$ cat src/rtl/bgns_pkg.sv
// ----------------------------------------------------------------------------
// Bitsliced Gaussian noise sampler package
// Shared constants, types and the per-set Boolean plane functions.
// ----------------------------------------------------------------------------
package bgns_pkg;

	localparam int LANES_DEF        = 64;
	localparam int MAX_WORDS        = 12;
	localparam int CNT_W            = 4;
	localparam int SHIFT_W          = 4;
	localparam int SET_W            = 2;
	localparam int COEFF_W          = 16;
	localparam int CFG_IDX_W        = 1;
	localparam logic [SHIFT_W-1:0] SHIFT_RESET = 4'd6;

	// Register indexes of the configuration port.
	localparam logic [CFG_IDX_W-1:0] REG_NOISE_SET   = 1'b0;
	localparam logic [CFG_IDX_W-1:0] REG_COEFF_SHIFT = 1'b1;

	// Noise set codes.
	localparam logic [SET_W-1:0] SET_D1 = 2'd0;
	localparam logic [SET_W-1:0] SET_D2 = 2'd1;
	localparam logic [SET_W-1:0] SET_D3 = 2'd2;
	localparam logic [SET_W-1:0] SET_D4 = 2'd3;

	// Number of words in a group for each set.
	function automatic logic [CNT_W-1:0] group_len(input logic [SET_W-1:0] s);
		logic [CNT_W-1:0] r;
		unique case (s)
			SET_D1:  r = 4'd10;
			SET_D2:  r = 4'd11;
			SET_D3:  r = 4'd12;
			default: r = 4'd11;
		endcase
		return r;
	endfunction

	// Magnitude bits of one lane: w holds bit k of each of the group's words.
	function automatic logic [3:0] lane_mag(input logic [SET_W-1:0] s,
			input logic [MAX_WORDS-1:0] w);
		logic [3:0] b;
		b = '0;
		unique case (s)
			SET_D1: begin
				b[0] = (w[0]&w[1]&w[2]&w[3]&w[4]&w[5]&w[7]&~w[8]) |
					(w[0]&w[3]&w[4]&w[5]&w[6]&w[8]) | (w[1]&w[3]&w[4]&w[5]&w[6]&w[8]) |
					(w[2]&w[3]&w[4]&w[5]&w[6]&w[8]) |
					(~w[2]&~w[3]&~w[6]&w[8]) | (~w[1]&~w[3]&~w[6]&w[8]) |
					(w[6]&w[7]&~w[8]) | (~w[5]&~w[6]&w[8]) |
					(~w[4]&~w[6]&w[8]) | (~w[7]&w[8]);
				b[1] = (w[1]&w[2]&w[4]&w[5]&w[7]&w[8]) |
					(w[3]&w[4]&w[5]&w[7]&w[8]) | (w[6]&w[7]&w[8]);
			end
			SET_D2: begin
				b[0] = (w[0]&w[1]&w[2]&w[3]&w[5]&w[7]&w[8]) |
					(w[1]&w[2]&w[3]&w[5]&~w[6]&w[7]&w[9]) |
					(~w[1]&~w[2]&~w[3]&w[6]&w[7]&w[8]) |
					(~w[1]&~w[2]&~w[3]&~w[5]&~w[8]&w[9]) |
					(~w[0]&~w[2]&~w[3]&~w[5]&~w[8]&w[9]) |
					(w[4]&w[5]&~w[6]&w[7]&w[9]) |
					(w[3]&w[4]&w[8]&~w[9]) | (~w[5]&w[6]&w[7]&w[8]) |
					(~w[4]&w[6]&w[7]&w[8]) | (~w[4]&~w[5]&~w[8]&w[9]) |
					(w[5]&w[8]&~w[9]) | (w[6]&w[8]&~w[9]) |
					(w[7]&w[8]&~w[9]) | (~w[7]&~w[8]&w[9]) | (~w[6]&~w[8]&w[9]);
				b[1] = (w[0]&w[1]&w[4]&~w[5]&w[6]&w[7]&w[9]) |
					(w[2]&w[4]&~w[5]&w[6]&w[7]&w[9]) |
					(w[3]&w[4]&~w[5]&w[6]&w[7]&w[9]) |
					(w[5]&w[6]&w[7]&~w[8]&w[9]) |
					(~w[1]&~w[2]&~w[3]&w[8]&w[9]) | (~w[7]&w[8]&w[9]) |
					(~w[6]&w[8]&w[9]) | (~w[5]&w[8]&w[9]) | (~w[4]&w[8]&w[9]);
				b[2] = (w[1]&w[4]&w[5]&w[6]&w[7]&w[8]&w[9]) |
					(w[2]&w[4]&w[5]&w[6]&w[7]&w[8]&w[9]) |
					(w[3]&w[4]&w[5]&w[6]&w[7]&w[8]&w[9]);
			end
			SET_D3: begin
				b[0] = (w[0]&~w[2]&~w[3]&w[4]&w[6]&w[7]&w[9]) |
					(w[1]&~w[2]&~w[3]&w[4]&w[6]&w[7]&w[9]) |
					(~w[0]&~w[1]&~w[3]&w[5]&w[6]&w[7]&w[9]) |
					(w[1]&w[2]&w[3]&w[5]&w[6]&w[7]&w[9]) |
					(~w[1]&~w[2]&~w[3]&~w[4]&~w[7]&w[8]&w[9]) |
					(w[2]&w[4]&~w[5]&w[6]&w[8]&w[9]) |
					(~w[3]&~w[4]&~w[7]&~w[8]&~w[9]&w[10]) |
					(w[3]&w[4]&w[7]&w[8]&~w[10]) |
					(w[3]&w[4]&~w[5]&w[6]&w[9]) |
					(~w[4]&w[5]&w[6]&w[7]&w[9]) |
					(~w[6]&~w[7]&~w[8]&~w[9]&w[10]) |
					(~w[5]&~w[7]&~w[8]&~w[9]&w[10]) |
					(w[5]&w[7]&w[8]&~w[10]) | (w[6]&w[7]&w[8]&~w[10]) |
					(w[5]&w[6]&~w[8]&w[9]) | (~w[6]&~w[7]&w[8]&w[9]) |
					(~w[5]&~w[7]&w[8]&w[9]) | (w[7]&~w[8]&w[9]) | (w[9]&~w[10]);
				b[1] = (w[0]&w[2]&w[4]&w[5]&w[6]&w[7]&w[10]) |
					(w[1]&w[2]&w[4]&w[5]&w[6]&w[7]&w[10]) |
					(~w[1]&~w[2]&~w[3]&~w[4]&~w[7]&w[9]&w[10]) |
					(w[3]&w[4]&w[5]&w[6]&w[7]&w[10]) |
					(w[3]&w[5]&w[6]&~w[8]&w[10]) |
					(w[4]&w[5]&w[6]&~w[8]&w[10]) |
					(~w[6]&~w[7]&w[9]&w[10]) | (~w[5]&~w[7]&w[9]&w[10]) |
					(w[7]&~w[8]&w[10]) | (w[8]&~w[9]&w[10]) | (~w[8]&w[9]&w[10]);
				b[2] = (w[1]&w[5]&w[6]&w[8]&w[9]&w[10]) |
					(w[2]&w[5]&w[6]&w[8]&w[9]&w[10]) |
					(w[3]&w[5]&w[6]&w[8]&w[9]&w[10]) |
					(w[4]&w[5]&w[6]&w[8]&w[9]&w[10]) | (w[7]&w[8]&w[9]&w[10]);
			end
			default: begin
				b[0] = (w[0]&w[1]&~w[2]&w[3]&w[4]&~w[6]&w[7]&~w[9]) |
					(w[2]&w[3]&w[4]&~w[5]&~w[6]&w[7]&~w[9]) |
					(~w[2]&~w[3]&~w[4]&~w[5]&~w[7]&w[8]) |
					(~w[1]&~w[3]&~w[4]&~w[5]&~w[7]&w[8]) |
					(~w[0]&~w[3]&~w[4]&~w[5]&~w[7]&w[8]) |
					(w[0]&~w[2]&w[3]&w[5]&~w[6]&w[8]) |
					(w[1]&~w[2]&w[3]&w[5]&~w[6]&w[8]) |
					(w[2]&w[3]&~w[4]&w[5]&~w[6]&w[8]) |
					(w[0]&w[1]&w[4]&w[5]&w[7]&w[9]) |
					(w[2]&~w[3]&w[4]&w[6]&w[7]&w[9]) |
					(~w[2]&w[3]&w[4]&w[6]&w[7]&w[9]) |
					(~w[3]&w[5]&~w[6]&w[7]&~w[9]) |
					(w[0]&w[2]&w[5]&w[7]&~w[8]) | (w[1]&w[2]&w[5]&w[7]&~w[8]) |
					(w[4]&w[5]&~w[6]&w[7]&w[9]) | (~w[4]&~w[5]&w[6]&w[7]&w[9]) |
					(~w[2]&~w[5]&w[6]&w[7]&w[9]) |
					(w[3]&w[5]&w[7]&~w[8]) | (~w[5]&~w[6]&w[8]&~w[9]) |
					(~w[2]&~w[6]&w[8]&~w[9]) | (w[6]&w[7]&~w[8]) |
					(~w[7]&w[8]&~w[9]) | (~w[6]&~w[7]&w[8]);
				b[1] = (w[2]&w[3]&w[4]&w[5]&w[7]&w[8]&~w[9]) |
					(w[2]&w[3]&w[4]&~w[5]&w[6]&w[7]&w[9]) |
					(~w[2]&~w[3]&~w[4]&~w[5]&~w[7]&w[9]) |
					(~w[1]&~w[3]&~w[4]&~w[5]&~w[7]&w[9]) |
					(~w[0]&~w[3]&~w[4]&~w[5]&~w[7]&w[9]) |
					(~w[4]&w[5]&w[6]&w[7]&w[9]) | (~w[3]&w[5]&w[6]&w[7]&w[9]) |
					(~w[2]&w[5]&w[6]&w[7]&w[9]) |
					(w[6]&w[7]&w[8]&~w[9]) | (~w[6]&~w[7]&w[9]) | (~w[8]&w[9]);
				b[2] = (w[0]&w[1]&w[2]&~w[3]&w[6]&w[8]&w[9]) |
					(w[3]&w[6]&~w[7]&w[8]&w[9]) | (w[4]&~w[5]&w[6]&w[8]&w[9]) |
					(~w[3]&w[5]&w[6]&w[8]&w[9]) |
					(~w[6]&w[7]&w[8]&w[9]) | (~w[4]&w[7]&w[8]&w[9]) |
					(~w[2]&w[7]&w[8]&w[9]);
				b[3] = w[2]&w[3]&w[4]&w[5]&w[6]&w[7]&w[8]&w[9];
			end
		endcase
		return b;
	endfunction

	// Control of one finished group, handed from the front to the queue.
	typedef struct packed {
		logic [SET_W-1:0]   noise_set;
		logic [SHIFT_W-1:0] shift;
	} grp_ctl_t;

endpackage

$ cat src/rtl/bgns_back.sv
// ----------------------------------------------------------------------------
// Bitsliced Gaussian noise sampler back end
// Walks a queued group's lanes: one coefficient per cycle unless stalled.
// ----------------------------------------------------------------------------
module bgns_back #(
	parameter int LANES = bgns_pkg::LANES_DEF
) (
	input  logic                         clk,
	input  logic                         arst_n,
	input  logic                         grp_valid,
	output logic                         grp_ready,
	input  logic [4*LANES-1:0]           grp_mag,
	input  logic [LANES-1:0]             grp_sign,
	input  logic [bgns_pkg::SHIFT_W-1:0] grp_shift,
	output logic                         out_valid,
	input  logic                         out_ready,
	output logic [bgns_pkg::COEFF_W-1:0] out_coeff,
	output logic                         out_last
);
	import bgns_pkg::*;

	localparam int LW = $clog2(LANES);

	logic [LW-1:0]      lane_q;
	logic               ovalid_q;
	logic [COEFF_W-1:0] coeff_q;
	logic               last_q;
	logic               load;
	logic [3:0]         m;
	logic               s;
	logic [COEFF_W-1:0] sv;

	// Output register is loaded when empty or being drained.
	assign load      = grp_valid && (!ovalid_q || out_ready);
	assign grp_ready = load && (lane_q == LW'(LANES - 1));
	assign m  = grp_mag[4*lane_q +: 4];
	assign s  = grp_sign[lane_q];
	assign sv = ({{(COEFF_W-4){1'b0}}, m} ^ {COEFF_W{s}}) + {{(COEFF_W-1){1'b0}}, s};

	always_ff @(posedge clk or negedge arst_n) begin
		if (!arst_n) begin
			lane_q   <= '0;
			ovalid_q <= 1'b0;
		end else begin
			if (load) begin
				lane_q   <= lane_q + 1'b1;
				ovalid_q <= 1'b1;
			end else if (out_ready) begin
				ovalid_q <= 1'b0;
			end
		end
	end

	always_ff @(posedge clk) begin
		if (load) begin
			coeff_q <= sv << grp_shift;
			last_q  <= (lane_q == LW'(LANES - 1));
		end
	end

	assign out_valid = ovalid_q;
	assign out_coeff = coeff_q;
	assign out_last  = last_q;

endmodule

$ cat config.mk
export PLATFORM = sky130hd
export DESIGN_NAME = bgns_back
export DESIGN_NICKNAME = d
export VERILOG_FILES = /design/src/rtl/bgns_pkg.sv /design/src/rtl/bgns_back.sv
export SDC_FILE = /design/constraint.sdc
export NUM_CORES = 1
export LEC_CHECK = 0
export BUFFER_PORTS_ARGS = -buffer_cell sky130_fd_sc_hd__buf_2
export CORE_AREA = 4 4 131 133
export DETAILED_ROUTE_END_ITERATION = 10
export DIE_AREA = 0 0 135 137
export GPL_TIMING_DRIVEN = 1
export MAX_ROUTING_LAYER = met4
export PLACE_DENSITY_LB_ADDON = 0.2
export SYNTH_ARGS = -nofsm -noshare
export SYNTH_HDL_FRONTEND = slang
export SYNTH_SLANG_ARGS = --single-unit
$ cat constraint.sdc
create_clock -name clk -period 6.3 [get_ports clk]
set_input_delay 1.26 -clock clk [delete_from_list [all_inputs] [get_ports clk]]
set_output_delay 1.26 -clock clk [all_outputs]
set_load 0.02 [all_outputs]
Word level (Yosys, flattened, before mapping)

Index checks and enable logic that the tools add are counted.
Widths: inputs -> output; s select.

Bits of input ports: 328
Word-level logic and storage cells: 20
Output and inout bits: 19
Flip-flop bits (word level): 24

Eq/ne operators: 1
$add $sub $neg: 2
Reduce and logical (&&, ||, !) cells: 5
Bitwise gates (word level): 1
Magnitude comparators: 1
Shift operators: 2
Multiplexer cells: 4

Operator list:

| operator            | count |
|---|---|
| $shiftx 256x9->4    | 1 |
| $add 16x1->16       | 1 |
| $shl 16x4->16       | 1 |
| $xor 4x16->16       | 1 |
| $lt 6x7->1 const B  | 1 |
| $add 6x1->6 const B | 1 |
| $bmux 1 s6          | 1 |
| $eq 6x6->1 const B  | 1 |
| $mux 1              | 3 |
| $logic_and 1x1->1   | 2 |
| $reduce_bool 2->1   | 1 |
| $logic_not 1->1     | 1 |
| $logic_or 1x1->1    | 1 |

Depth between registers and ports, before layout

Word-level depth: 5
Gate-level depth with buffers: 23
Mapped depth without buffers: 18

Worst setup path before layout

No wires, ideal clock.

Path kind: register to register
Start point: register lane_q[0]
End point: register coeff_q[12] (netlist: out_coeff[12]) (data pin)
Slack: 936 ps
Data required time: 6126 ps
Cell stages (with the launch flop): 22
Data arrival time: 5189 ps
Setup time: 174 ps
Cell sequence: dfrtp_1 -> buf_6 -> buf_12 -> buf_12 -> buf_6 -> clkbuf_1 -> buf_1 -> mux4_2 -> mux4_2 -> mux4_2 -> inv_1 -> ha_1 -> inv_1 -> a2111o_1 -> o31ai_4 -> nand2_1 -> ha_1 -> mux2_2 -> o21ai_0 -> o21ai_0 -> and2_1 -> a311oi_1

Cells in the longest elaborated chain, start to end: 5
Elaborated cells on any way between the ends: 6
Classes of those cells: add/sub (1); shift (2); mux (2); bitwise (1)

RTL lines:

| what                                                     | RTL line        | source |
|---|---|---|
| start, declared                                          | bgns_back.sv:24 | `logic [LW-1:0] lane_q;` |
| start signal, assigned                                   | bgns_back.sv:46 | `lane_q <= lane_q + 1'b1;` |
| branches (longest 3 deep; another with $shiftx 256x9->4) | --              |  |
| $add 16x1->16 *                                          | bgns_back.sv:38 | `assign sv = ({{(COEFF_W-4){1'b0}}, m} ^ {COEFF_W{s}}) + {{(COEFF_W-1){1'b0}}, s};` |
| $shl 16x4->16 *                                          | bgns_back.sv:56 | `coeff_q <= sv << grp_shift;` |
| end signal, assigned                                     | bgns_back.sv:56 |  |
| end, declared                                            | bgns_back.sv:26 | `logic [COEFF_W-1:0] coeff_q;` |

Every way passes the cells marked *. The select of a mux whose other input is x is not followed.
A chain may end at the register's enable or synchronous reset.

Final worst setup path

Same ends and word-level chain as after synthesis.

==> results.yml <==
critical_path:
  critPathRequiredTime_ns: 6.38
  reg2reg_slack_ns: 1.03
  worstSetupStartpointType: "register"
  worstReg2RegEnd: "out_coeff[12]"
  crit_type: "register to register"
  reg2reg_from: "lane_q[0]"
  r2r_cells: 15
  worstSetupEndpointType: "register"
  crit_arrival_ns: 5.35
  cp_max_fo: 69
hold_path:
  worstHoldEndpoint: "out_valid"
  hold_path_class: "register to register"
  whs_path_depth: 2
  holdCritStartpoint: "out_valid"
routing:
  dr_total_vias: 4990
  wirelength_um: 19600
  avgRoutedWirePerCell_um: 21.1
  drtAntennaViolNets: 0
  drt-initial-drc-count: 295
  drt_drc_violations_left: 0
  drt_pass1_iterations: 5
  routed_via_density: 5.36
logic_synthesis:
  synthCells: 403
  synth_enable_flop_cells: 17
  ys_warn_count: 0
  synth_seq_cells: 24
  postSynthNetCount: 740
  postSynth.topFlopCell: "sky130_fd_sc_hd__edfxtp_1"
  synth.cell_area_sq_um: 4630
  proportion_of_synthesized_chip_area_in_sequential_cells_pct: 14.8
  asyncSetResetFlopFracSynth_pct: 29.2
  ys_types: 61
  postSynthAreaPerCell_sq_um: 11.5
sta:
  totalNegativeSetupSlack_ns: 0
  period_needed_ns: 5.27
  period_share_pct: 83.7
  clock-skew-final_ns: 0.00382
  setup_viol: 0
  maxClockFrequency_mhz: 190
  final-max-slew-violation-count: 0
  final_hold_viol_count: 0
  max-slew-margin-rel_pct: 27.5
  grt_setup_unrepaired: "no"
  whs_ns: 0.517
  worst_pin_slew_ns: 1.09
status:
  status: "finished, final reports clean"
clock_network:
  cts-resized-gates: 0
  h-tree-depth: 1
  maximum_clock_path_buffer_count: 2
  clk-insertion-delay-late_ns: 0.26
  post_cts.repair.setup_buffers: 0
  clock_tree_from_tritoncts: "built"
  cts_made_buffers: 3
  cts_hold_repair.buffers: 0
  cts.sinks: 24
  clock-root-buffer: "sky130_fd_sc_hd__clkbuf_16"
  clk_pin_slew_worst_paths_ns: 0.06
global_route:
  grt_start_max_net_pins: 70
  via_count_of_the_first_global_routing_pass: 5366
  overall_global_routing_resource_usage_pct: 20.6
  global_route_wire_length_before_repair_um: 29200
  grt.overflow.total: 0
  grt_antenna_before_repair: 1
run:
  max_cap_viol_count: 0
placed_design:
  place_area_sq_um: 6420
  detailedPlacementHpwl_um: 16900
  buffer_ports.inserted: 346
  place.gp.congestion: 0.983
final_layout:
  postLayoutCellArea_sq_um: 6530
  num-nets-final: 1052
  leading_cell_type_in_the_layout_fill_and_taps_excluded: "sky130_fd_sc_hd__buf_2"
  layout_cell_share_with_drive_strength_beyond_1_pct: 62.0
  most-common-layout-cells: "sky130_fd_sc_hd__buf_2, sky130_fd_sc_hd__mux4_2, sky130_fd_sc_hd__nand2_1, sky130_fd_sc_hd__mux2i_1, sky130_fd_sc_hd__nor2_1"
  flow.area_growth_from_synthesis_pct: 41.0
die:
  die_height_um: 137
  top_level_port_count: 347
  die_x_um: 135
  initial_utilization_pct: 29.2
  design.die.area_sq_um: 18500
  design.core.area_sq_um: 15800
  cell_row_count: 46
pwr:
  powerDensity_nw_per_um2: 513
  leakagePower_nw: 2.97
  ir_worst_vdd_mv: 0.404
[cell families after synthesis]
| kind of cell | count (synthesis) | synth area share [%] |
|---|---|---|
| flops | 24 | 14.8 |
| buf+inv | 57 | 6.81 |
| compound gates | 74 | 12.4 |
| simple gates | 106 | 11.0 |
| xor+xnor | 11 | 2.08 |
| mux | 122 | 50.4 |
| fa+ha+maj | 9 | 2.43 |
[final cells by class]
cell class                      instances  area, sq um
Inverter                               14         52.6
Fill cell                            1601         9300
Multi-Input combinational cell        322         3630
Clock inverter                          1         30.0
Tap cell                              216          270
Timing Repair Buffer                  350         1770
Sequential cell                        24          694
Clock buffer                            3         75.1
Antenna cell                            1         2.50
[sequential cells by signal, summed over array words and instances (netlist names)]
name / flops
out_valid: 1
out_last: 1
lane_q: 6
out_coeff: 16
[stage by stage]
| step | cells | util, % | setup slack (ns) | total power [mW] |
|---|---|---|---|---|
| final | 931 | 41.2 | 1.03 | 3.35 |
| after global routing | 931 | 41.2 | 0.554 | 3.62 |
| after CTS | 930 | 41.2 | 0.978 | 3.36 |
| after detailed placement | 926 | 40.6 | 0.989 | 3.16 |
| after global placement | 926 | 40.6 | 1.05 | 3.12 |
| after floorplan | 403 | - | 0.936 | 2.56 |
[synthesized netlist by cell type (5+ instances only)]
master                     count  area (sq um)
sky130_fd_sc_hd__mux4_2       68          1530
sky130_fd_sc_hd__nand2_1      36           135
sky130_fd_sc_hd__mux2i_1      30           300
sky130_fd_sc_hd__clkbuf_1     22          82.6
sky130_fd_sc_hd__nor2_1       19          71.3
sky130_fd_sc_hd__edfxtp_1     17           510
sky130_fd_sc_hd__nand3_1      17          85.1
sky130_fd_sc_hd__mux4_1       15           394
sky130_fd_sc_hd__inv_1        13          48.8
sky130_fd_sc_hd__o21ai_0      12          60.1
sky130_fd_sc_hd__a22oi_1      10          75.1
sky130_fd_sc_hd__a21oi_1       9          45.0
sky130_fd_sc_hd__ha_1          9           113
sky130_fd_sc_hd__nor2b_1       9          56.3
sky130_fd_sc_hd__xnor2_1       9          78.8
sky130_fd_sc_hd__dfrtp_1       7           175
sky130_fd_sc_hd__mux2_2        7          78.8
sky130_fd_sc_hd__and2_1        5          31.3
sky130_fd_sc_hd__buf_1         5          18.8
sky130_fd_sc_hd__buf_6         5          56.3
[worst max-delay path by stage]
stage | from | endpoint | slack (ns)
CTS | lane_q[0] | out_coeff[12] | 0.98
finish | lane_q[0] | out_coeff[12] | 1.03
global placement | grp_mag[120] | out_coeff[12] | 1.05
global route | lane_q[0] | out_coeff[12] | 0.55
floorplan | lane_q[0] | out_coeff[12] | 0.94
detailed placement | grp_mag[120] | out_coeff[12] | 0.99
[where the power goes]
| part | switching (mW) | internal, mW | total (mW) | leakage [nW] |
|---|---|---|---|---|
| sequential | 0.227 | 0.252 | 0.478 | 0.243 |
| combinational | 1.36 | 1.33 | 2.69 | 2.67 |
| clock | 0.0557 | 0.126 | 0.182 | 0.0511 |
| total | 1.64 | 1.71 | 3.35 | 2.97 |
[worst max-delay path, stage by stage, from the launching register on]
cell and delay [ns]:
sky130_fd_sc_hd__dfrtp_4 1.13, sky130_fd_sc_hd__mux4_1 0.69, sky130_fd_sc_hd__mux4_2 0.49, sky130_fd_sc_hd__mux2i_2 0.26
sky130_fd_sc_hd__a221oi_4 0.21, sky130_fd_sc_hd__inv_2 0.18, sky130_fd_sc_hd__xnor2_1 0.16, sky130_fd_sc_hd__ha_1 0.21
sky130_fd_sc_hd__nor2b_1 0.25, sky130_fd_sc_hd__nand3_1 0.13, sky130_fd_sc_hd__ha_1 0.34, sky130_fd_sc_hd__mux2_2 0.29
sky130_fd_sc_hd__o21ai_0 0.13, sky130_fd_sc_hd__o21ai_0 0.13, sky130_fd_sc_hd__and2_1 0.19, sky130_fd_sc_hd__a311oi_1 0.23
[routing by layer]
layer	track usage, %	vias up	share of wire (%)
met5	-	-	0
met4	2.41	0	1.0
met3	3.13	16	6.1
met2	36.1	231	53
met1	26.2	2444	40
li1	-	2299	-
Power figures use the tool's default switching activity.
