--- config.mk ---
export PLATFORM = sky130hd
export DESIGN_NAME = bgns_front
export DESIGN_NICKNAME = d
export VERILOG_FILES = /design/src/rtl/bgns_pkg.sv /design/src/rtl/bgns_front.sv
export SDC_FILE = /design/constraint.sdc
export NUM_CORES = 1
export LEC_CHECK = 0
export BUFFER_PORTS_ARGS = -buffer_cell sky130_fd_sc_hd__clkbuf_2
export CAP_MARGIN = 30
export CORE_AREA = 2 2 332 334
export CTS_CLUSTER_DIAMETER = 30
export DETAILED_ROUTE_END_ITERATION = 7
export DIE_AREA = 0 0 334 336
export PLACE_DENSITY = 0.62
export SYNTH_ARGS = -nofsm -noshare
export SYNTH_HDL_FRONTEND = slang
export SYNTH_SLANG_ARGS = --single-unit
--- constraint.sdc ---
create_clock -name clk -period 7.37 [get_ports clk]
set_clock_uncertainty 0.2 [all_clocks]
set_input_delay 0.3685 -clock clk [delete_from_list [all_inputs] [get_ports clk]]
set_output_delay 0.3685 -clock clk [all_outputs]
set_load 0.1 [all_outputs]
--- src/rtl/bgns_pkg.sv ---
// ----------------------------------------------------------------------------
// Bitsliced Gaussian noise sampler package
// Shared constants, types and the per-set Boolean plane functions.
// ----------------------------------------------------------------------------
package bgns_pkg;

	localparam int LANES_DEF        = 64;
	localparam int MAX_WORDS        = 12;
	localparam int CNT_W            = 4;
	localparam int SHIFT_W          = 4;
	localparam int SET_W            = 2;
	localparam int COEFF_W          = 16;
	localparam int CFG_IDX_W        = 1;
	localparam logic [SHIFT_W-1:0] SHIFT_RESET = 4'd6;

	// Register indexes of the configuration port.
	localparam logic [CFG_IDX_W-1:0] REG_NOISE_SET   = 1'b0;
	localparam logic [CFG_IDX_W-1:0] REG_COEFF_SHIFT = 1'b1;

	// Noise set codes.
	localparam logic [SET_W-1:0] SET_D1 = 2'd0;
	localparam logic [SET_W-1:0] SET_D2 = 2'd1;
	localparam logic [SET_W-1:0] SET_D3 = 2'd2;
	localparam logic [SET_W-1:0] SET_D4 = 2'd3;

	// Number of words in a group for each set.
	function automatic logic [CNT_W-1:0] group_len(input logic [SET_W-1:0] s);
		logic [CNT_W-1:0] r;
		unique case (s)
			SET_D1:  r = 4'd10;
			SET_D2:  r = 4'd11;
			SET_D3:  r = 4'd12;
			default: r = 4'd11;
		endcase
		return r;
	endfunction

	// Magnitude bits of one lane: w holds bit k of each of the group's words.
	function automatic logic [3:0] lane_mag(input logic [SET_W-1:0] s,
			input logic [MAX_WORDS-1:0] w);
		logic [3:0] b;
		b = '0;
		unique case (s)
			SET_D1: begin
				b[0] = (w[0]&w[1]&w[2]&w[3]&w[4]&w[5]&w[7]&~w[8]) |
					(w[0]&w[3]&w[4]&w[5]&w[6]&w[8]) | (w[1]&w[3]&w[4]&w[5]&w[6]&w[8]) |
					(w[2]&w[3]&w[4]&w[5]&w[6]&w[8]) |
					(~w[2]&~w[3]&~w[6]&w[8]) | (~w[1]&~w[3]&~w[6]&w[8]) |
					(w[6]&w[7]&~w[8]) | (~w[5]&~w[6]&w[8]) |
					(~w[4]&~w[6]&w[8]) | (~w[7]&w[8]);
				b[1] = (w[1]&w[2]&w[4]&w[5]&w[7]&w[8]) |
					(w[3]&w[4]&w[5]&w[7]&w[8]) | (w[6]&w[7]&w[8]);
			end
			SET_D2: begin
				b[0] = (w[0]&w[1]&w[2]&w[3]&w[5]&w[7]&w[8]) |
					(w[1]&w[2]&w[3]&w[5]&~w[6]&w[7]&w[9]) |
					(~w[1]&~w[2]&~w[3]&w[6]&w[7]&w[8]) |
					(~w[1]&~w[2]&~w[3]&~w[5]&~w[8]&w[9]) |
					(~w[0]&~w[2]&~w[3]&~w[5]&~w[8]&w[9]) |
					(w[4]&w[5]&~w[6]&w[7]&w[9]) |
					(w[3]&w[4]&w[8]&~w[9]) | (~w[5]&w[6]&w[7]&w[8]) |
					(~w[4]&w[6]&w[7]&w[8]) | (~w[4]&~w[5]&~w[8]&w[9]) |
					(w[5]&w[8]&~w[9]) | (w[6]&w[8]&~w[9]) |
					(w[7]&w[8]&~w[9]) | (~w[7]&~w[8]&w[9]) | (~w[6]&~w[8]&w[9]);
				b[1] = (w[0]&w[1]&w[4]&~w[5]&w[6]&w[7]&w[9]) |
					(w[2]&w[4]&~w[5]&w[6]&w[7]&w[9]) |
					(w[3]&w[4]&~w[5]&w[6]&w[7]&w[9]) |
					(w[5]&w[6]&w[7]&~w[8]&w[9]) |
					(~w[1]&~w[2]&~w[3]&w[8]&w[9]) | (~w[7]&w[8]&w[9]) |
					(~w[6]&w[8]&w[9]) | (~w[5]&w[8]&w[9]) | (~w[4]&w[8]&w[9]);
				b[2] = (w[1]&w[4]&w[5]&w[6]&w[7]&w[8]&w[9]) |
					(w[2]&w[4]&w[5]&w[6]&w[7]&w[8]&w[9]) |
					(w[3]&w[4]&w[5]&w[6]&w[7]&w[8]&w[9]);
			end
			SET_D3: begin
				b[0] = (w[0]&~w[2]&~w[3]&w[4]&w[6]&w[7]&w[9]) |
					(w[1]&~w[2]&~w[3]&w[4]&w[6]&w[7]&w[9]) |
					(~w[0]&~w[1]&~w[3]&w[5]&w[6]&w[7]&w[9]) |
					(w[1]&w[2]&w[3]&w[5]&w[6]&w[7]&w[9]) |
					(~w[1]&~w[2]&~w[3]&~w[4]&~w[7]&w[8]&w[9]) |
					(w[2]&w[4]&~w[5]&w[6]&w[8]&w[9]) |
					(~w[3]&~w[4]&~w[7]&~w[8]&~w[9]&w[10]) |
					(w[3]&w[4]&w[7]&w[8]&~w[10]) |
					(w[3]&w[4]&~w[5]&w[6]&w[9]) |
					(~w[4]&w[5]&w[6]&w[7]&w[9]) |
					(~w[6]&~w[7]&~w[8]&~w[9]&w[10]) |
					(~w[5]&~w[7]&~w[8]&~w[9]&w[10]) |
					(w[5]&w[7]&w[8]&~w[10]) | (w[6]&w[7]&w[8]&~w[10]) |
					(w[5]&w[6]&~w[8]&w[9]) | (~w[6]&~w[7]&w[8]&w[9]) |
					(~w[5]&~w[7]&w[8]&w[9]) | (w[7]&~w[8]&w[9]) | (w[9]&~w[10]);
				b[1] = (w[0]&w[2]&w[4]&w[5]&w[6]&w[7]&w[10]) |
					(w[1]&w[2]&w[4]&w[5]&w[6]&w[7]&w[10]) |
					(~w[1]&~w[2]&~w[3]&~w[4]&~w[7]&w[9]&w[10]) |
					(w[3]&w[4]&w[5]&w[6]&w[7]&w[10]) |
					(w[3]&w[5]&w[6]&~w[8]&w[10]) |
					(w[4]&w[5]&w[6]&~w[8]&w[10]) |
					(~w[6]&~w[7]&w[9]&w[10]) | (~w[5]&~w[7]&w[9]&w[10]) |
					(w[7]&~w[8]&w[10]) | (w[8]&~w[9]&w[10]) | (~w[8]&w[9]&w[10]);
				b[2] = (w[1]&w[5]&w[6]&w[8]&w[9]&w[10]) |
					(w[2]&w[5]&w[6]&w[8]&w[9]&w[10]) |
					(w[3]&w[5]&w[6]&w[8]&w[9]&w[10]) |
					(w[4]&w[5]&w[6]&w[8]&w[9]&w[10]) | (w[7]&w[8]&w[9]&w[10]);
			end
			default: begin
				b[0] = (w[0]&w[1]&~w[2]&w[3]&w[4]&~w[6]&w[7]&~w[9]) |
					(w[2]&w[3]&w[4]&~w[5]&~w[6]&w[7]&~w[9]) |
					(~w[2]&~w[3]&~w[4]&~w[5]&~w[7]&w[8]) |
					(~w[1]&~w[3]&~w[4]&~w[5]&~w[7]&w[8]) |
					(~w[0]&~w[3]&~w[4]&~w[5]&~w[7]&w[8]) |
					(w[0]&~w[2]&w[3]&w[5]&~w[6]&w[8]) |
					(w[1]&~w[2]&w[3]&w[5]&~w[6]&w[8]) |
					(w[2]&w[3]&~w[4]&w[5]&~w[6]&w[8]) |
					(w[0]&w[1]&w[4]&w[5]&w[7]&w[9]) |
					(w[2]&~w[3]&w[4]&w[6]&w[7]&w[9]) |
					(~w[2]&w[3]&w[4]&w[6]&w[7]&w[9]) |
					(~w[3]&w[5]&~w[6]&w[7]&~w[9]) |
					(w[0]&w[2]&w[5]&w[7]&~w[8]) | (w[1]&w[2]&w[5]&w[7]&~w[8]) |
					(w[4]&w[5]&~w[6]&w[7]&w[9]) | (~w[4]&~w[5]&w[6]&w[7]&w[9]) |
					(~w[2]&~w[5]&w[6]&w[7]&w[9]) |
					(w[3]&w[5]&w[7]&~w[8]) | (~w[5]&~w[6]&w[8]&~w[9]) |
					(~w[2]&~w[6]&w[8]&~w[9]) | (w[6]&w[7]&~w[8]) |
					(~w[7]&w[8]&~w[9]) | (~w[6]&~w[7]&w[8]);
				b[1] = (w[2]&w[3]&w[4]&w[5]&w[7]&w[8]&~w[9]) |
					(w[2]&w[3]&w[4]&~w[5]&w[6]&w[7]&w[9]) |
					(~w[2]&~w[3]&~w[4]&~w[5]&~w[7]&w[9]) |
					(~w[1]&~w[3]&~w[4]&~w[5]&~w[7]&w[9]) |
					(~w[0]&~w[3]&~w[4]&~w[5]&~w[7]&w[9]) |
					(~w[4]&w[5]&w[6]&w[7]&w[9]) | (~w[3]&w[5]&w[6]&w[7]&w[9]) |
					(~w[2]&w[5]&w[6]&w[7]&w[9]) |
					(w[6]&w[7]&w[8]&~w[9]) | (~w[6]&~w[7]&w[9]) | (~w[8]&w[9]);
				b[2] = (w[0]&w[1]&w[2]&~w[3]&w[6]&w[8]&w[9]) |
					(w[3]&w[6]&~w[7]&w[8]&w[9]) | (w[4]&~w[5]&w[6]&w[8]&w[9]) |
					(~w[3]&w[5]&w[6]&w[8]&w[9]) |
					(~w[6]&w[7]&w[8]&w[9]) | (~w[4]&w[7]&w[8]&w[9]) |
					(~w[2]&w[7]&w[8]&w[9]);
				b[3] = w[2]&w[3]&w[4]&w[5]&w[6]&w[7]&w[8]&w[9];
			end
		endcase
		return b;
	endfunction

	// Control of one finished group, handed from the front to the queue.
	typedef struct packed {
		logic [SET_W-1:0]   noise_set;
		logic [SHIFT_W-1:0] shift;
	} grp_ctl_t;

endpackage

--- src/rtl/bgns_front.sv ---
// ----------------------------------------------------------------------------
// Bitsliced Gaussian noise sampler front end
// Collects words into groups and hands a full group to the group queue.
// ----------------------------------------------------------------------------
module bgns_front #(
	parameter int LANES = bgns_pkg::LANES_DEF
) (
	input  logic                                clk,
	input  logic                                arst_n,
	input  logic                                cfg_wr,
	input  logic [bgns_pkg::CFG_IDX_W-1:0]      cfg_idx,
	input  logic [bgns_pkg::SHIFT_W-1:0]        cfg_data,
	input  logic                                in_valid,
	output logic                                in_ready,
	input  logic [LANES-1:0]                    in_word,
	// Full group: every word, with its control.
	output logic                                grp_valid,
	input  logic                                grp_ready,
	output logic [bgns_pkg::MAX_WORDS*LANES-1:0] grp_words,
	output bgns_pkg::grp_ctl_t                  grp_ctl
);
	import bgns_pkg::*;

	logic [LANES-1:0]   store_q [MAX_WORDS];
	logic [CNT_W-1:0]   count_q;
	logic [SET_W-1:0]   set_q;
	logic [SHIFT_W-1:0] shift_q;
	logic               last_word;
	logic               take;

	// A word is taken unless a completed group cannot be handed on.
	assign last_word = (count_q == group_len(set_q) - 4'd1);
	assign in_ready  = !last_word || grp_ready;
	assign take      = in_valid && in_ready;
	assign grp_valid = in_valid && last_word;

	// Registers and word count.
	always_ff @(posedge clk or negedge arst_n) begin
		if (!arst_n) begin
			count_q <= '0;
			set_q   <= SET_D1;
			shift_q <= SHIFT_RESET;
		end else begin
			if (take) begin
				count_q <= last_word ? '0 : count_q + 4'd1;
			end
			if (cfg_wr && cfg_idx == REG_NOISE_SET) begin
				set_q   <= cfg_data[SET_W-1:0];
				count_q <= '0;
			end
			if (cfg_wr && cfg_idx == REG_COEFF_SHIFT) begin
				shift_q <= cfg_data;
			end
		end
	end

	// Word store.
	always_ff @(posedge clk) begin
		if (take && !last_word) begin
			store_q[count_q] <= in_word;
		end
	end

	// The group's last word joins the stored ones; it sits at its own slot.
	always_comb begin
		for (int j = 0; j < MAX_WORDS; j++) begin
			grp_words[j*LANES +: LANES] = (CNT_W'(j) == count_q) ? in_word : store_q[j];
		end
		grp_ctl.noise_set = set_q;
		grp_ctl.shift     = shift_q;
	end

endmodule

Word-level counts from Yosys, hierarchy flattened

Memories as Yosys holds them, arrays and structs flattened.
Index checks and enable logic that the tools add are counted.

$add $sub $neg: 2
Equality and inequality tests: 13
Mux-type cells: 18
Bitwise operators: 1
Reductions and logical operators: 10

Operators with widths:

| kind                                             | count |
|---|---|
| 2-to-1 mux 64 bit                                | 12 |
| == test 3 x 4 -> 1 bit, first input constant     | 4 |
| == test 4 bit, first input constant              | 4 |
| 2-to-1 mux 4 bit                                 | 3 |
| == test 2 x 4 -> 1 bit, first input constant     | 2 |
| case mux 3 bit (2 select lines)                  | 1 |
| logical AND 1 bit                                | 5 |
| adder 4 x 1 -> 4 bit, second input constant      | 1 |
| == test 1 x 4 -> 1 bit, first input constant     | 1 |
| == test 4 bit                                    | 1 |
| logical NOT 4 bit                                | 1 |
| subtractor 4 x 1 -> 4 bit, second input constant | 1 |
| == test 2 bit, second input constant             | 1 |
| logical NOT 2 bit                                | 1 |
| 2-to-1 mux 1 bit                                 | 2 |
| nonzero test 2 bit                               | 1 |
| logical NOT 1 bit                                | 1 |
| logical OR 1 bit                                 | 1 |
| inverter 1 bit                                   | 1 |

Register bits after elaboration: 10
Memory bits (writable): 768
Bits of input ports: 74
Output and inout port bits: 776
Word-level logic and storage cells: 48
Memories: 1

Memories:

| memory  | depth | bits a word | rd ports | clocked after memory_dff | write ports | line             | text |
|---|---|---|---|---|---|---|---|
| store_q | 12    | 64          | 12       | 0                        | 1           | bgns_front.sv:24 | `logic [LANES-1:0] store_q [MAX_WORDS];` |

Longest topological paths before layout

Depth in word-level cells: 10
Depth in mapped cells: 7
Gate-level depth less buffers: 4

Worst setup path after synthesis

Ideal clock, no wire load.

Kind: reg-to-reg
Start: reg set_q[0]
End: mem store_q[10][0] in the netlist's numbering (enable)
Library setup time: 565 ps
Arrival: 5797 ps
Data required time: 6605 ps
Path slack: 808 ps
Cell stages (with the launch flop): 4
Buffers on the path: 0
Clock period less this slack: 6562 ps
Path through: dfrtp_1 > nand4b_1 > a31oi_4 > nor3_1

Cells in the longest elaborated chain, start to end: 10
Elaborated cells between the ends (all ways): 11
Classes of those cells: 1 x add/sub; 2 x eq/ne; 3 x mux; 5 x reduce/logical

Ends and longest elaborated chain:

| what                                               | line                               | text |
|---|---|---|
| from (decl)                                        | bgns_front.sv:26                   | `logic [SET_W-1:0] set_q;` |
| from (signal assigned)                             | bgns_front.sv:48                   | `set_q <= cfg_data[SET_W-1:0];` |
| == test 2 bit or logical NOT 2 bit (tied branches) | bgns_pkg.sv:29                     | `unique case (s)` |
| case mux 3 bit (2 select lines) *                  | bgns_pkg.sv:29                     |  |
| subtractor 4 x 1 -> 4 bit *                        | bgns_front.sv:32                   | `assign last_word = (count_q == group_len(set_q) - 4'd1);` |
| == test 4 bit *                                    | bgns_front.sv:32                   |  |
| logical NOT 1 bit *                                | bgns_front.sv:33, bgns_front.sv:59 |  |
| logical OR 1 bit                                   | bgns_front.sv:33                   | `assign in_ready = !last_word \|\| grp_ready;` |
| logical AND 1 bit                                  | bgns_front.sv:34                   | `assign take = in_valid && in_ready;` |
| logical AND 1 bit *                                | bgns_front.sv:59                   | `if (take && !last_word) begin` |
| 2-to-1 mux 1 bit *                                 | bgns_front.sv:59                   |  |
| 2-to-1 mux 1 bit (not written as such) *           | bgns_front.sv:60                   | `store_q[count_q] <= in_word;` |
| to (decl)                                          | bgns_front.sv:24                   |  |

Mark *: on every way between the ends. The rest lies on a longest branch, timed or not.

Final worst setup path

Start: reg count_q[0]
End: out grp_words[22] in the netlist's numbering

Cells in the longest elaborated chain, start to end: 2

Ends and longest elaborated chain:

| what                   | line             | text |
|---|---|---|
| from (decl)            | bgns_front.sv:25 | `logic [CNT_W-1:0] count_q;` |
| from (signal assigned) | bgns_front.sv:45 | `count_q <= last_word ? '0 : count_q + 4'd1;` |
| logical NOT 4 bit      | bgns_front.sv:67 | `grp_words[j*LANES +: LANES] = (CNT_W'(j) == count_q) ? in_word : store_q[j];` |
| 2-to-1 mux 64 bit      | bgns_front.sv:67 |  |
| to (decl)              | bgns_front.sv:19 | `output logic [bgns_pkg::MAX_WORDS*LANES-1:0] grp_words,` |

No other way between the ends.

==> results_dict.tcl <==
set metrics [dict create \
    status "finished clean" \
    yosysTopAreaCellShare_pct 69.3 \
    grt_pass1_vias 21100 \
    crit_slowest_cell "buf_4" \
    synth_edf_count 768 \
    p_total_mw 18.3 \
    drtIter0Drc 1215 \
    ys.flop_type "edfxtp_1" \
    max_freq_ghz 0.226 \
    routed_via_density 4.81 \
    hold_class "in2reg" \
    setup-violations-final 0 \
    fillCellCount 9751 \
    syn_to_final_growth_pct 38.4 \
    fin_area_um2 46100 \
    netlist_area_um2 33300 \
    finalHoldViolCount 0 \
    core_area_um2 108000 \
    crit_family "buffers and inverters" \
    worstPathArrival_ns 3.85 \
    yosysTopAreaCell "edfxtp_1" \
    async_flop_share_pct 1.29 \
    grt_max_degree 45 \
    final_common_cell "clkbuf_2" \
    ioPinCount 850 \
    worst-setup-path-type "reg2out" \
    ys_seq_area_share_pct 70.0 \
    start_util_pct 30.7 \
    layout_common_cells "849 x clkbuf_2, 774 x mux2_2, 768 x edfxtp_1" \
    cts_num_sinks 778 \
    vias 20800 \
    fin_crit_sh_pct 60.0 \
    root_buffer "clkbuf_16" \
    grt.overflow.total 0 \
    htreeDepth 4 \
    insertion_delay_ns 0.75 \
    ir_drop_mv 0.284 \
    multi_input_area_um2 9240 \
    crit_buf_inv 3 \
    max_stage_delay_ns 0.69 \
    cts_resized 0 \
    numCtsBuffers 183 \
    endpoint_kind "primary output" \
    worst_slew_pin_slew_ns 0.968 \
    cap_violations 0 \
    period_needed_ns 4.42 \
    synth_area_leaders "edfxtp_1 69%, mux2_2 26%, buf_4 1.5%" \
    tns_ns 0 \
    synth-seq-cells 778 \
    synthCells 1763 \
    grt_usage_pct 19.1 \
    cts_tree "yes" \
    syn-num-nets 1841 \
    cp_max_fo 33 \
    crit_chain "inv_1, ha_1, and2_4, buf_4, mux2_2, clkbuf_2" \
    layout-drive-gt1-share_pct 68.1 \
    yosys_warnings 0 \
    ys_types 34 \
    routedWlPerCell_um 25.9 \
    maxSlewHeadroom_pct 35.4 \
    drc 0 \
    dieWidth_um 334 \
    leakagePower_nw 17.6 \
    portBuffers 849 \
    max-clock-path-buffers 3 \
    critPathLaunchType "register" \
    regArea_um2 23300 \
    placed_cell_area_um2 38800 \
    hpwlAfterDp_mm 66.4 \
    grt_pass1_wl_mm 155 \
    fin_nets 2826 \
    die_area_um2 112000 \
    p_per_area_nw_per_um2 397 \
    die_h_um 336 \
    drtAntennaViolNets 0 \
    firstDrtPassIters 5 \
    wl_mm 112 \
    required_ns 6.80 \
    slew_viol_final 0 \
    rows 121 \
    syn_area_per_cell_um2 18.9 \
    antenna_found_initial 2 \
    gp_congestion 0.757 \
    clkTransAtPathRegs_ns 0.04 \
    rsz0062_at_grt "false" \
]
==> final timing paths <==
path,endpoint,slack [ns],cells after the start,start
max,grp_words[22],2.95,6,count_q[0]$_DFFE_PN0P_
min,store_q[1][39]$_DFFE_PP_,0.06,1,in_word[39]
max reg2reg,store_q[9][24]$_DFFE_PP_,3.83,5,count_q[2]$_DFFE_PN0P_
min reg2reg,count_q[2]$_DFFE_PN0P_,0.49,2,count_q[2]$_DFFE_PN0P_
max in group asynchronous,count_q[2]$_DFFE_PN0P_,5.63,4,arst_n
min in group asynchronous,shift_q[1]$_DFFE_PN1P_,0.49,3,arst_n
==> report_power, final <==
| group | leakage, nW | internal, mW | switching (mW) | total (mW) |
|---|---|---|---|---|
| Sequential | 7.07 | 5.11 | 0.0493 | 5.15 |
| Clock | 3.13 | 5.83 | 2.63 | 8.46 |
| Combinational | 7.41 | 0.756 | 3.90 | 4.65 |
| Total | 17.6 | 11.7 | 6.58 | 18.3 |
==> through the flow <==
stage | hold WS (ns) | setup WS [ns] | util, % | instances
after global routing | 0.0322 | 2.73 | 42.5 | 4313
after global placement | 0.0706 | 3.71 | 35.8 | 3906
after CTS | 0.00118 | 2.83 | 42.5 | 4313
after floorplan | -0.127 | 0.808 | - | 1763
after detailed placement | 0.0691 | 3.67 | 35.8 | 3906
final | 0.0627 | 2.95 | 42.5 | 4315
==> logic make-up (layout without fill, tap and decap cells) <==
| group | after synthesis | in the layout | share of synthesized area [%] |
|---|---|---|---|
| adders and majority gates | 4 | 4 | 0.150 |
| AOI/OAI and AO/OA | 8 | 8 | 0.248 |
| muxes | 775 | 775 | 26.2 |
| buffers and inverters | 155 | 1291 | 2.60 |
| and+or+nand+nor | 41 | 41 | 0.684 |
| xor gates and xnor gates | 2 | 2 | 0.0526 |
| DFF | 778 | 778 | 70.0 |
| other | 0 | 2 | 0 |
==> cells in the mapped netlist, types with 3 or more instances <==
master    instances
nor3_1            5
clkbuf_1         67
nand2_1          11
and3_1            4
mux2_2          774
nor2_1            5
buf_2            16
buf_4            68
dfrtp_1           8
edfxtp_1        768
and2_1            5
inv_1             3
ha_1              4
==> layout make-up <==
cell class / instances / share of cell area [%]
Inverter: 3 / 0.0244
Timing Repair Buffer: 952 / 11.3
Tap cell: 1414 / 3.84
Clock buffer: 205 / 10.3
Sequential cell: 778 / 50.6
Multi-Input combinational cell: 830 / 20.1
Antenna cell: 2 / 0.0109
Clock inverter: 131 / 3.89
==> sequential cells by signal, summed over array words and instances (netlist names) <==
register and count:
store_q 768, count_q 4, shift_q 4, set_q 2
==> what timing repair did <==
action | in CTS | in global routing
endpoints found under the hold margin | 646 | 0
buffers inserted | 0 | 0
hold buffers | 71 | 0
==> metal layers <==
layer,wire length (um),GRT usage [%],vias to the layer above
li1,-,-,8973
met1,46500,23.7,10700
met2,53900,31.4,860
met3,7680,5.47,188
met4,3520,7.89,0
met5,0,0,-
Note: power is estimated with default switching activity, not from simulation.
